--- src/design/sample_ring_buffer_with_range_top_assert.svh ---
// Assertion macros for the sample ring buffer top level.
// Uses clk and rst_n of the including module; no other dependencies.
`ifndef SAMPLE_RING_BUFFER_WITH_RANGE_TOP_ASSERT_SVH
`define SAMPLE_RING_BUFFER_WITH_RANGE_TOP_ASSERT_SVH

`ifndef NO_ASSERTIONS
// cons must hold in the cycle after ante
`define SRB_ASSERT_NEXT(lbl, ante, cons, msg) \
  lbl: assert property (@(posedge clk) disable iff (!rst_n) (ante) |=> (cons)) \
    else $error(msg);
// cons must hold in the same cycle as ante
`define SRB_ASSERT_NOW(lbl, ante, cons, msg) \
  lbl: assert property (@(posedge clk) disable iff (!rst_n) (ante) |-> (cons)) \
    else $error(msg);
`else
`define SRB_ASSERT_NEXT(lbl, ante, cons, msg)
`define SRB_ASSERT_NOW(lbl, ante, cons, msg)
`endif

`endif

--- src/design/srb_pkg.sv ---
// Shared types and constants for the sample ring buffer.
// Mode codes, field widths, controller/datapath command and status structs.
`default_nettype none

package srb_pkg;

  localparam int SAMPLE_W = 32;
  localparam int INDEX_W  = 10;
  localparam int FILL_W   = 11;
  localparam int HEAD_W   = 10;
  localparam int IN_DATA_W  = 48;
  localparam int OUT_DATA_W = 120;

  localparam logic [1:0] MODE_PUSH  = 2'd0;
  localparam logic [1:0] MODE_READ  = 2'd1;
  localparam logic [1:0] MODE_QUERY = 2'd2;
  localparam logic [1:0] MODE_CLEAR = 2'd3;

  typedef struct packed {
    logic take;     // input word accepted this cycle
    logic scan_rd;  // issue one rescan read
    logic commit;   // write rescan result into the cache
    logic load;     // load the output register
  } srb_cmd_t;

  typedef struct packed {
    logic stale;     // cached range needs a rescan
    logic scan_last; // scan address is at the last slot
    logic out_free;  // output register can take a word
  } srb_status_t;

endpackage

`default_nettype wire

--- src/design/srb_ctrl.sv ---
// Controller FSM for the sample ring buffer.
// Depends on srb_pkg; drives srb_dp through srb_cmd_t.
`default_nettype none

module srb_ctrl import srb_pkg::*; (
  input  wire logic        clk,
  input  wire logic        rst_n,
  input  wire logic        in_valid,
  input  wire logic [1:0]  in_mode,
  input  wire srb_status_t status,
  output logic             in_ready,
  output srb_cmd_t         cmd
);

  localparam logic [1:0] ST_IDLE  = 2'd0;
  localparam logic [1:0] ST_SCAN  = 2'd1;
  localparam logic [1:0] ST_DRAIN = 2'd2;
  localparam logic [1:0] ST_DONE  = 2'd3;

  logic [1:0] state_r;
  logic [1:0] state_nxt;

  always_comb begin
    state_nxt = state_r;
    cmd       = '0;
    in_ready  = 1'b0;
    unique case (state_r)
      ST_IDLE: begin
        in_ready = 1'b1;
        if (in_valid) begin
          cmd.take = 1'b1;
          if (in_mode == MODE_QUERY && status.stale) begin
            state_nxt = ST_SCAN;
          end else begin
            state_nxt = ST_DONE;
          end
        end
      end
      ST_SCAN: begin
        cmd.scan_rd = 1'b1;
        if (status.scan_last) begin
          state_nxt = ST_DRAIN;
        end
      end
      ST_DRAIN: begin
        // last read data lands here
        cmd.commit = 1'b1;
        state_nxt  = ST_DONE;
      end
      ST_DONE: begin
        if (status.out_free) begin
          cmd.load  = 1'b1;
          state_nxt = ST_IDLE;
        end
      end
      default: state_nxt = ST_IDLE;
    endcase
  end

  always_ff @(posedge clk) begin
    if (!rst_n) begin
      state_r <= ST_IDLE;
    end else begin
      state_r <= state_nxt;
    end
  end

endmodule

`default_nettype wire

--- config.mk ---
export PLATFORM = sky130hd
export DESIGN_NAME = srb_ctrl
export DESIGN_NICKNAME = d
export VERILOG_FILES = /design/src/design/sample_ring_buffer_with_range_top_assert.svh /design/src/design/srb_pkg.sv /design/src/design/srb_ctrl.sv
export SDC_FILE = /design/constraint.sdc
export NUM_CORES = 1
export LEC_CHECK = 0
export ABC_AREA = 1
export CAP_MARGIN = 30
export CORE_AREA = 2 2 39 41
export CTS_CLUSTER_SIZE = 20
export DETAILED_ROUTE_END_ITERATION = 8
export DIE_AREA = 0 0 41 43
export DONT_BUFFER_PORTS = 1
export PLACE_DENSITY = 0.31
export SETUP_SLACK_MARGIN = 0.02
export SLEW_MARGIN = 20
export SYNTH_ARGS = -nofsm -noshare
export SYNTH_HDL_FRONTEND = slang
export SYNTH_SLANG_ARGS = --single-unit
--- constraint.sdc ---
create_clock -name clk -period 2.62 [get_ports clk]
set_clock_uncertainty 0.1 [all_clocks]
set_input_delay 0.524 -clock clk [delete_from_list [all_inputs] [get_ports clk]]
set_output_delay 0.524 -clock clk [all_outputs]
set_load 0.02 [all_outputs]
# Word level (Yosys, flattened, before mapping)

Cells that the tools add are included.

Equality and inequality tests: 7
Multiplexer cells: 12
Reduce and logical (&&, ||, !) cells: 3

Operators by type and width:

| operator             | count |
|---|---|
| $mux W2              | 4 |
| $pmux W2 S4          | 1 |
| $mux W1              | 7 |
| $eq A2 B2 Y1 const B | 3 |
| $ne A2 B2 Y1 const B | 3 |
| $reduce_and A3 Y1    | 1 |
| $eq A2 B1 Y1 const B | 1 |
| $logic_not A2 Y1     | 1 |
| $logic_and A1 B1 Y1  | 1 |

Register bits after elaboration: 2
Input bits: 8
Output and inout bits: 5
Word-level logic and storage cells: 23

# Depth between registers and ports, before layout

Gate-level depths: netlist of run 1.

Depth after elaboration: 5
Mapped depth: 9

# Least setup slack after synthesis of run 1

OpenSTA, ideal clock, no wires.

Kind: reg2out
Start: reg state_r[0]
End: out cmd[3] (netlist bit)
Arrival time: 0.950 ns
Data required time: 1.996 ns
Slack: 1.046 ns
Cell stages (with the launch flop): 5
Path through: dfxtp_1 > inv_1 > ha_1 > nand2_1 > inv_1

RTL lines:

| what                   | line           | source |
|---|---|---|
| from (decl)            | srb_ctrl.sv:20 | `logic [1:0] state_r;` |
| from (signal assigned) | srb_ctrl.sv:64 | `state_r <= state_nxt;` |
| to (decl)              | srb_ctrl.sv:12 | `output srb_cmd_t cmd` |

==> results of run 1 <==
worst reg2reg max path: stages, from the launching register on:
cell	delay (ns)
dfxtp_1	0.34
inv_1	0.08
ha_1	0.33
nand2_1	0.15
inv_1	0.05
nor2_1	0.12
nand2_1	0.06
nand2_1	0.05
nor2_1	0.04
cells by family after synthesis:
kind of cell	Yosys count	synth area share, %
buf+inv	11	18.3
simple gates	22	41.7
flops	2	17.8
fa+ha+maj	4	22.2
per-stage QoR:
step | hold slack [ns] | worst slack, ns | total power, mW | utilization (%)
after global placement | 0.516 | 0.967 | 0.273 | 17.7
final | 0.319 | 0.742 | 0.336 | 19.3
after detailed placement | 0.506 | 0.962 | 0.271 | 17.7
after global routing | 0.325 | 0.654 | 0.375 | 19.3
after floorplan | 0.452 | 1.05 | 0.239 | -
after CTS | 0.310 | 0.717 | 0.347 | 19.3
worst min-delay path by stage:
stage	start	to	slack [ns]	depth (start not counted)
floorplan	state_r[1]	state_r[1]	0.45	4
global placement	state_r[0]	state_r[0]	0.52	4
detailed placement	state_r[0]	state_r[0]	0.51	4
CTS	rst_n	state_r[1]	0.31	2
global route	rst_n	state_r[1]	0.33	2
finish	rst_n	state_r[1]	0.32	2
synthesized netlist by cell type:
| cell type | number |
|---|---|
| ha_1 | 4 |
| nand2_1 | 14 |
| nor2_1 | 5 |
| dfxtp_1 | 2 |
| inv_1 | 11 |
| nand3_2 | 1 |
| or2_1 | 2 |
per-layer routing:
metal	global-route usage [%]	vias to the layer above
met3	4.19	0
met5	0	-
met1	5.75	79
li1	-	115
met2	8.13	8
met4	8.00	0
area by class of cell:
cell class | instances | share of cell area [%]
tap | 16 | 7.48
inverter | 11 | 15.4
clock buffer | 3 | 8.41
sequential | 2 | 15.0
multi-input combinational | 26 | 53.7
power groups by stage:
stage	logic (mW)	registers [mW]	clock network, mW
4_1_cts	0.214	0.0584	0.0746
3_3_place_gp	0.214	0.0583	0
3_5_place_dp	0.212	0.0595	0
6_report	0.208	0.0578	0.0697
5_1_grt	0.243	0.0594	0.0733
2_1_floorplan	0.183	0.0561	0
==> impl_metrics.py, run 1 <==
metrics = {
    "status": {
        "status": "completed",
    },
    "pwr": {
        "power_frac_comb_pct": 62.0,
        "ir_worst_vdd_mv": 0.218,
        "seqPwrFrac_pct": 17.2,
        "p_int_mw": 0.167,
        "powerDensity_nw_per_um2": 1250,
        "switching_share_pct": 50.4,
        "clkPwrFrac_pct": 20.7,
        "p_leak_nw": 0.189,
        "switchingPower_mw": 0.169,
    },
    "grt": {
        "overflow": 0,
        "track_usage_pct": 6.41,
        "grt_pass1_wl_um": 683,
        "grt_max_degree": 7,
        "grt_pass1_vias": 200,
        "antenna_found_initial": 0,
    },
    "setup_path": {
        "crit_family": "adder cells",
        "cp_num_buf_inv": 2,
        "timing_worst_setup_path_type": "flop to primary output",
        "worstReg2RegEnd": "state_r[1]",
        "cp_cell_sequence": "inv_1 > ha_1 > nand2_1 > inv_1",
        "worstSetupEndpointType": "primary output",
        "critPathMaxFanout": 6,
        "slowest_stage": "ha_1",
        "rrSetupSlack_ns": 1.19,
        "crit_end": "cmd[3]",
        "rr_worst_depth": 8,
        "cpMostUsedCell": "inv_1",
        "cp.depth": 4,
        "start_kind": "flop",
        "r2r_start": "state_r[0]",
        "cp.required_ns": 2.00,
        "crit_path_max_incr_delay_ns": 0.37,
        "crit_start": "state_r[0]",
        "crit_arrival_ns": 1.25,
    },
    "clock_tree": {
        "cts_sinks": 2,
        "clk_pin_slew_ns": 0.03,
        "root_buffer": "clkbuf_4",
        "clock_path_buffers": 2,
        "cts_buffers": 3,
        "cts_tree": "yes",
        "htreeDepth": 1,
        "hold_buffers": 0,
        "clk_latency_ns": 0.23,
        "ctsResizeCount": 0,
        "cts_setup_buffers": 0,
    },
    "floorplan": {
        "core_um2": 1380,
        "ios": 13,
        "die_w_um": 41,
        "placementRows": 14,
        "die_h_um": 43,
        "dieArea_um2": 1760,
        "initial_core_util_pct": 16.3,
    },
    "yosys": {
        "yosysSeqAreaShare_pct": 17.8,
        "yosysWarningCount": 0,
        "ys_seq_elements": 2,
        "avgSynthCellArea_um2": 5.77,
        "syn_area_um2": 225,
        "synth_top_area_share_pct": 23.3,
        "synth_nets": 51,
        "yosysTopAreaCell": "nand2_1",
        "yosysUniqueCellTypes": 7,
        "synth_area_leaders": "nand2_1 (23%), ha_1 (22%), inv_1 (18%)",
        "syn_inst": 39,
    },
    "sta": {
        "fmax_mhz": 533,
        "period_share_pct": 71.7,
        "period_needed_ns": 1.88,
        "worst_pin_slew_ns": 0.344,
        "final.setup.tns_ns": 0,
        "hold_violations": 0,
        "setup_viol": 0,
        "rsz0062_at_grt": "false",
        "slew_viol_final": 0,
        "slew-limit-headroom_pct": 77.1,
    },
    "place": {
        "gp_congestion": 0.556,
        "numPortBuffers": 0,
        "dpl.cell_count": 55,
        "hpwl_um": 374,
        "post_dp_cell_area_um2": 245,
    },
    "layout": {
        "fillers": 166,
        "diodes": 0,
        "multi_input_area_um2": 144,
        "layout_commonest_cell": "nand2_1",
        "layout-area-overhead-vs-synth_pct": 18.9,
        "largest_reg_flops": 2,
        "instances_no_fill": 58,
        "drive_gt1_share_pct": 9.52,
        "largest-register": "state_r",
        "final_cell_mix": "nand2_1 (14), inv_1 (11), nor2_1 (5), ha_1 (4), clkbuf_4 (3)",
        "nets": 56,
        "ff_latch_area_um2": 40.0,
        "finalInstanceArea_um2": 268,
        "top_regs": "state_r (2)",
    },
    "detailed_routing": {
        "met2_length_um": 203,
        "drc": 0,
        "wirelength_um": 456,
        "detail_route.wl_per_cell_um": 7.86,
        "vias": 202,
        "final_antenna_net_count": 0,
        "route.met3.wl_um": 47,
        "m1WireLength_um": 205,
        "drt_first_iter_violations": 2,
        "dr.max_layer_used": "met3",
        "viasPerCell": 3.48,
        "firstDrtPassIters": 2,
    },
    "worst_hold_path": {
        "holdCritPathClass": "primary input to flop",
    },
    "job": {
        "cap_violations": 0,
    },
}
No activity file was read; power rests on OpenSTA's default activity.
==> inputs of run 2 (changes only) <==
Settings changed: ABC_AREA 1 to 0, PLACE_DENSITY 0.31 to 0.3.
Clock period 2.62 ns to 1.71 ns, I/O delays scaled along.
==> impl_metrics.py, run 2 <==
metrics = {
    "status": {
        "status": "completed",
    },
    "grt": {
        "grt_pass1_vias": 163,
        "grt_max_degree": 5,
        "grt_pass1_wl_um": 531,
        "antenna_found_initial": 0,
        "overflow": 0,
        "track_usage_pct": 5.01,
    },
    "layout": {
        "largest_reg_flops": 2,
        "layout-area-overhead-vs-synth_pct": 36.8,
        "largest-register": "state_r",
        "layout_commonest_cell": "inv_1",
        "final_cell_mix": "inv_1 (5), ha_1 (4), clkbuf_4 (3), buf_4 (3), dfxtp_2 (2)",
        "top_regs": "state_r (2)",
        "drive_gt1_share_pct": 40.7,
        "nets": 41,
        "finalInstanceArea_um2": 260,
        "diodes": 0,
    },
    "yosys": {
        "ys_seq_elements": 2,
        "synth_nets": 33,
        "synth_area_leaders": "ha_1 (26%), dfxtp_1 (21%), inv_1 (9.9%)",
        "syn_inst": 21,
        "avgSynthCellArea_um2": 9.06,
        "yosysUniqueCellTypes": 13,
        "ys.flop_type": "dfxtp_1",
        "async_flop_share_pct": 0,
        "syn_area_um2": 190,
        "yosysTopAreaCell": "ha_1",
        "ys_top_cells_by_count": "inv_1 (5), ha_1 (4), dfxtp_1 (2)",
        "yosysMostFrequentCell": "inv_1",
        "yosysSeqAreaShare_pct": 21.1,
        "synth_edf_count": 0,
        "synth_top_area_share_pct": 26.3,
        "yosysWarningCount": 0,
    },
    "place": {
        "post_dp_cell_area_um2": 233,
        "hpwl_um": 325,
        "numPortBuffers": 0,
        "gp_congestion": 0.670,
    },
    "floorplan": {
        "ios": 13,
        "initial_core_util_pct": 13.7,
        "die_w_um": 41,
        "dieArea_um2": 1760,
        "placementRows": 14,
        "core_um2": 1380,
        "die_h_um": 43,
    },
    "pwr": {
        "powerDensity_nw_per_um2": 1980,
        "p_leak_nw": 0.136,
        "ir_worst_vdd_mv": 0.432,
    },
    "setup_path": {
        "timing_worst_setup_path_type": "flop to primary output",
        "worstSetupEndpointType": "primary output",
        "crit_arrival_ns": 1.17,
        "start_kind": "flop",
        "cp.required_ns": 1.27,
        "critPathMaxFanout": 4,
        "rr_worst_depth": 5,
    },
    "clock_tree": {
        "hold_buffers": 0,
        "cts_setup_buffers": 0,
        "clk_latency_ns": 0.22,
        "cts_buffers": 3,
        "cts_tree": "yes",
        "cts_sinks": 2,
        "clk_pin_slew_ns": 0.03,
        "htreeDepth": 1,
        "clock_path_buffers": 2,
        "root_buffer": "clkbuf_4",
    },
    "sta": {
        "rsz0062_at_grt": "false",
        "period_share_pct": 94.5,
        "fmax_mhz": 619,
        "slew-limit-headroom_pct": 70.1,
        "hold_violations": 0,
        "setup_viol": 0,
        "worst_pin_slew_ns": 0.448,
        "period_needed_ns": 1.62,
        "slew_viol_final": 0,
        "final.setup.tns_ns": 0,
        "holdWs_ns": 0.150,
    },
    "detailed_routing": {
        "firstDrtPassIters": 5,
        "drt_first_iter_violations": 5,
        "final_antenna_net_count": 0,
        "drc": 0,
        "wirelength_um": 385,
        "vias": 166,
        "detail_route.wl_per_cell_um": 8.95,
        "viasPerCell": 3.86,
    },
    "job": {
        "cap_violations": 0,
    },
    "worst_hold_path": {
        "min_path_cells": 1,
        "holdCritPathClass": "primary input to flop",
    },
}
==> run 2: stage by stage <==
step / power, mW / worst slack, ns / utilization (%) / instances
6_report: 0.515 / 0.0945 / 18.8 / 43
5_1_grt: 0.560 / 0.0446 / 18.8 / 43
4_1_cts: 0.524 / 0.0290 / 18.7 / 43
3_5_place_dp: 0.405 / 0.175 / 16.8 / 40
3_3_place_gp: 0.407 / 0.182 / 16.8 / 40
2_1_floorplan: 0.322 / 0.134 / - / 21
==> run 2: final cells by class <==
type,instances,area [um2]
sequential,2,42.5
timing repair buffer,3,22.5
clock buffer,3,22.5
multi-input combinational,14,134
inverter,5,18.8
fill,154,1120
tap,16,20.0
==> run 2: power by group <==
group          internal (mW)  switching [mW]
Combinational          0.145           0.170
Sequential            0.0756          0.0218
Clock                 0.0773          0.0254
Total                  0.298           0.217
==> run 2: worst max-delay path: stages (launching register included) <==
cell and delay [ns]:
dfxtp_2 0.34, inv_1 0.06, ha_1 0.22, buf_4 0.17, and2_4 0.16
==> run 2: kinds of logic after synthesis <==
family / Yosys count / share of synthesized area [%]
buf+inv: 5 / 9.87
flops: 2 / 21.1
simple gates: 5 / 17.1
compound gates: 4 / 20.4
fa+ha+maj: 4 / 26.3
mux: 1 / 5.26
==> run 2: layer usage <==
| metal | routed length (um) | vias to the layer above | global-route usage, % |
|---|---|---|---|
| met2 | 213 | 5 | 6.88 |
| met3 | 25 | 0 | 1.57 |
| li1 | - | 87 | - |
| met1 | 147 | 74 | 4.14 |
| met5 | 0 | - | 0 |
| met4 | 0 | 0 | 8.00 |
==> run 2: repair_timing <==
item                                   CTS  global route
endpoints found under the hold margin    0             0
resized for setup                        3             1
setup endpoints to repair                1             1
==> run 2: path summary, 6_finish.rpt <==
check	from	slack, ns	endpoint
hold / removal	rst_n	0.15	state_r[0]
setup / recovery	state_r[0]	0.09	cmd[3]
hold reg to reg	state_r[1]	0.38	state_r[1]
setup reg to reg	state_r[0]	0.22	state_r[0]
==> inputs of run 3 (changes only) <==
Settings changed: ABC_AREA 0 to 1, PLACE_DENSITY 0.3 to 0.31, REMOVE_ABC_BUFFERS from default to 1.
==> impl_metrics.py, run 3 (synthesized netlist as in run 1, its figures left out) <==
metrics = {
    "setup_path": {
        "slowest_stage": "dfxtp_1",
        "cp_cell_sequence": "inv_1 > ha_2 > nand2_1 > inv_1",
        "crit_path_max_incr_delay_ns": 0.31,
        "crit_family": "flip-flops",
        "cp_num_buf_inv": 2,
        "start_kind": "flop",
        "rr_worst_depth": 5,
        "cp.required_ns": 1.27,
        "cpMostUsedCell": "inv_1",
        "timing_worst_setup_path_type": "flop to primary output",
        "crit_arrival_ns": 1.16,
        "cp.depth": 4,
        "worstSetupEndpointType": "primary output",
        "critPathMaxFanout": 6,
    },
    "detailed_routing": {
        "final_antenna_net_count": 0,
        "vias": 199,
        "wirelength_um": 434,
        "viasPerCell": 3.43,
        "detail_route.wl_per_cell_um": 7.48,
        "drc": 0,
        "drt_first_iter_violations": 2,
        "firstDrtPassIters": 2,
    },
    "sta": {
        "period_needed_ns": 1.60,
        "worst_pin_slew_ns": 0.245,
        "hold_violations": 0,
        "final.setup.tns_ns": 0,
        "period_share_pct": 93.5,
        "fmax_mhz": 626,
        "slew-limit-headroom_pct": 83.6,
        "rsz0062_at_grt": "false",
        "slew_viol_final": 0,
        "setup_viol": 0,
    },
    "layout": {
        "largest-register": "state_r",
        "finalInstanceArea_um2": 270,
        "diodes": 0,
        "largest_reg_flops": 2,
        "layout_commonest_cell": "nand2_1",
        "drive_gt1_share_pct": 11.9,
        "final_cell_mix": "nand2_1 (14), inv_1 (11), nor2_1 (5), ha_1 (3), clkbuf_4 (3)",
        "layout-area-overhead-vs-synth_pct": 20.0,
        "multi_input_area_um2": 146,
        "top_regs": "state_r (2)",
        "ff_latch_area_um2": 40.0,
        "fillers": 166,
        "final_util_pct": 19.5,
        "instances_no_fill": 58,
        "nets": 56,
    },
    "status": {
        "status": "completed",
    },
    "worst_hold_path": {
        "holdCritPathClass": "primary input to flop",
        "min_path_cells": 2,
    },
    "clock_tree": {
        "cts_buffers": 3,
        "clk_latency_ns": 0.22,
        "clock_path_buffers": 2,
        "cts_sinks": 2,
        "root_buffer": "clkbuf_4",
        "clk_pin_slew_ns": 0.03,
        "htreeDepth": 1,
        "cts_tree": "yes",
    },
    "place": {
        "numPortBuffers": 0,
        "gp_congestion": 0.581,
        "dpl.cell_count": 55,
        "hpwl_um": 373,
        "post_dp_cell_area_um2": 245,
    },
    "grt": {
        "grt_pass1_wl_um": 621,
        "overflow": 0,
        "grt_max_degree": 7,
        "grt_pass1_vias": 186,
        "antenna_found_initial": 0,
        "track_usage_pct": 5.41,
    },
    "floorplan": {
        "initial_core_util_pct": 16.3,
        "core_um2": 1380,
        "placementRows": 14,
        "die_w_um": 41,
        "ios": 13,
        "die_h_um": 43,
        "dieArea_um2": 1760,
    },
    "pwr": {
        "switching_share_pct": 49.1,
        "ir_worst_vdd_mv": 0.318,
        "power_frac_comb_pct": 63.4,
        "clkPwrFrac_pct": 19.6,
        "p_int_mw": 0.263,
        "seqPwrFrac_pct": 17.0,
        "power_mw": 0.516,
        "powerDensity_nw_per_um2": 1910,
        "switchingPower_mw": 0.253,
        "p_leak_nw": 0.187,
    },
    "job": {
        "cap_violations": 0,
    },
}
[run 3: stage by stage]
| step | hold slack, ns | worst slack (ns) |
|---|---|---|
| 2_1_floorplan | 0.362 | 0.318 |
| 3_3_place_gp | 0.376 | 0.224 |
| 3_5_place_dp | 0.376 | 0.230 |
| 4_1_cts | 0.140 | 0.0724 |
| 5_1_grt | 0.136 | 0.0305 |
| 6_report | 0.146 | 0.111 |
[run 3: layer usage]
metal,GRT usage [%],share of wire [%],vias up
li1,-,-,116
met1,6.07,45,74
met2,6.88,46,9
met3,2.09,9.2,0
met4,6.00,0,0
met5,0,0,-
[run 3: final timing paths]
path                   start          to  slack (ns)
setup / recovery  state_r[0]      cmd[3]        0.11
hold / removal         rst_n  state_r[1]        0.15
hold reg to reg   state_r[1]  state_r[1]        0.49
setup reg to reg  state_r[0]  state_r[0]        0.37
[run 3: power by group through the flow]
stage                     clock network (mW)  logic (mW)  registers, mW
after global routing                   0.111       0.373         0.0911
after detailed placement                   0       0.327         0.0894
final                                  0.101       0.327         0.0878
after global placement                     0       0.333         0.0902
after floorplan                            0       0.280         0.0859
after CTS                              0.108       0.339         0.0888
[run 3: worst register-to-register path, stage by stage (launching register included)]
cell and delay (ns):
dfxtp_1 0.34, inv_1 0.09, ha_1 0.29, or2_1 0.25, nor2_1 0.10, nor2_1 0.05
[run 3: area by class of cell]
| cell class | count | area share (%) |
|---|---|---|
| multi-input combinational | 26 | 54.2 |
| clock buffer | 3 | 8.33 |
| inverter | 11 | 15.3 |
| sequential | 2 | 14.8 |
| tap | 16 | 7.41 |
[run 3: what timing repair did]
| item | CTS | global route |
|---|---|---|
| gates resized for setup | 1 | 0 |
| buffers inserted | 0 | 0 |
| endpoints found under the setup margin | 1 | 0 |
| hold buffers | 0 | 0 |
| hold endpoints to repair | 0 | 0 |
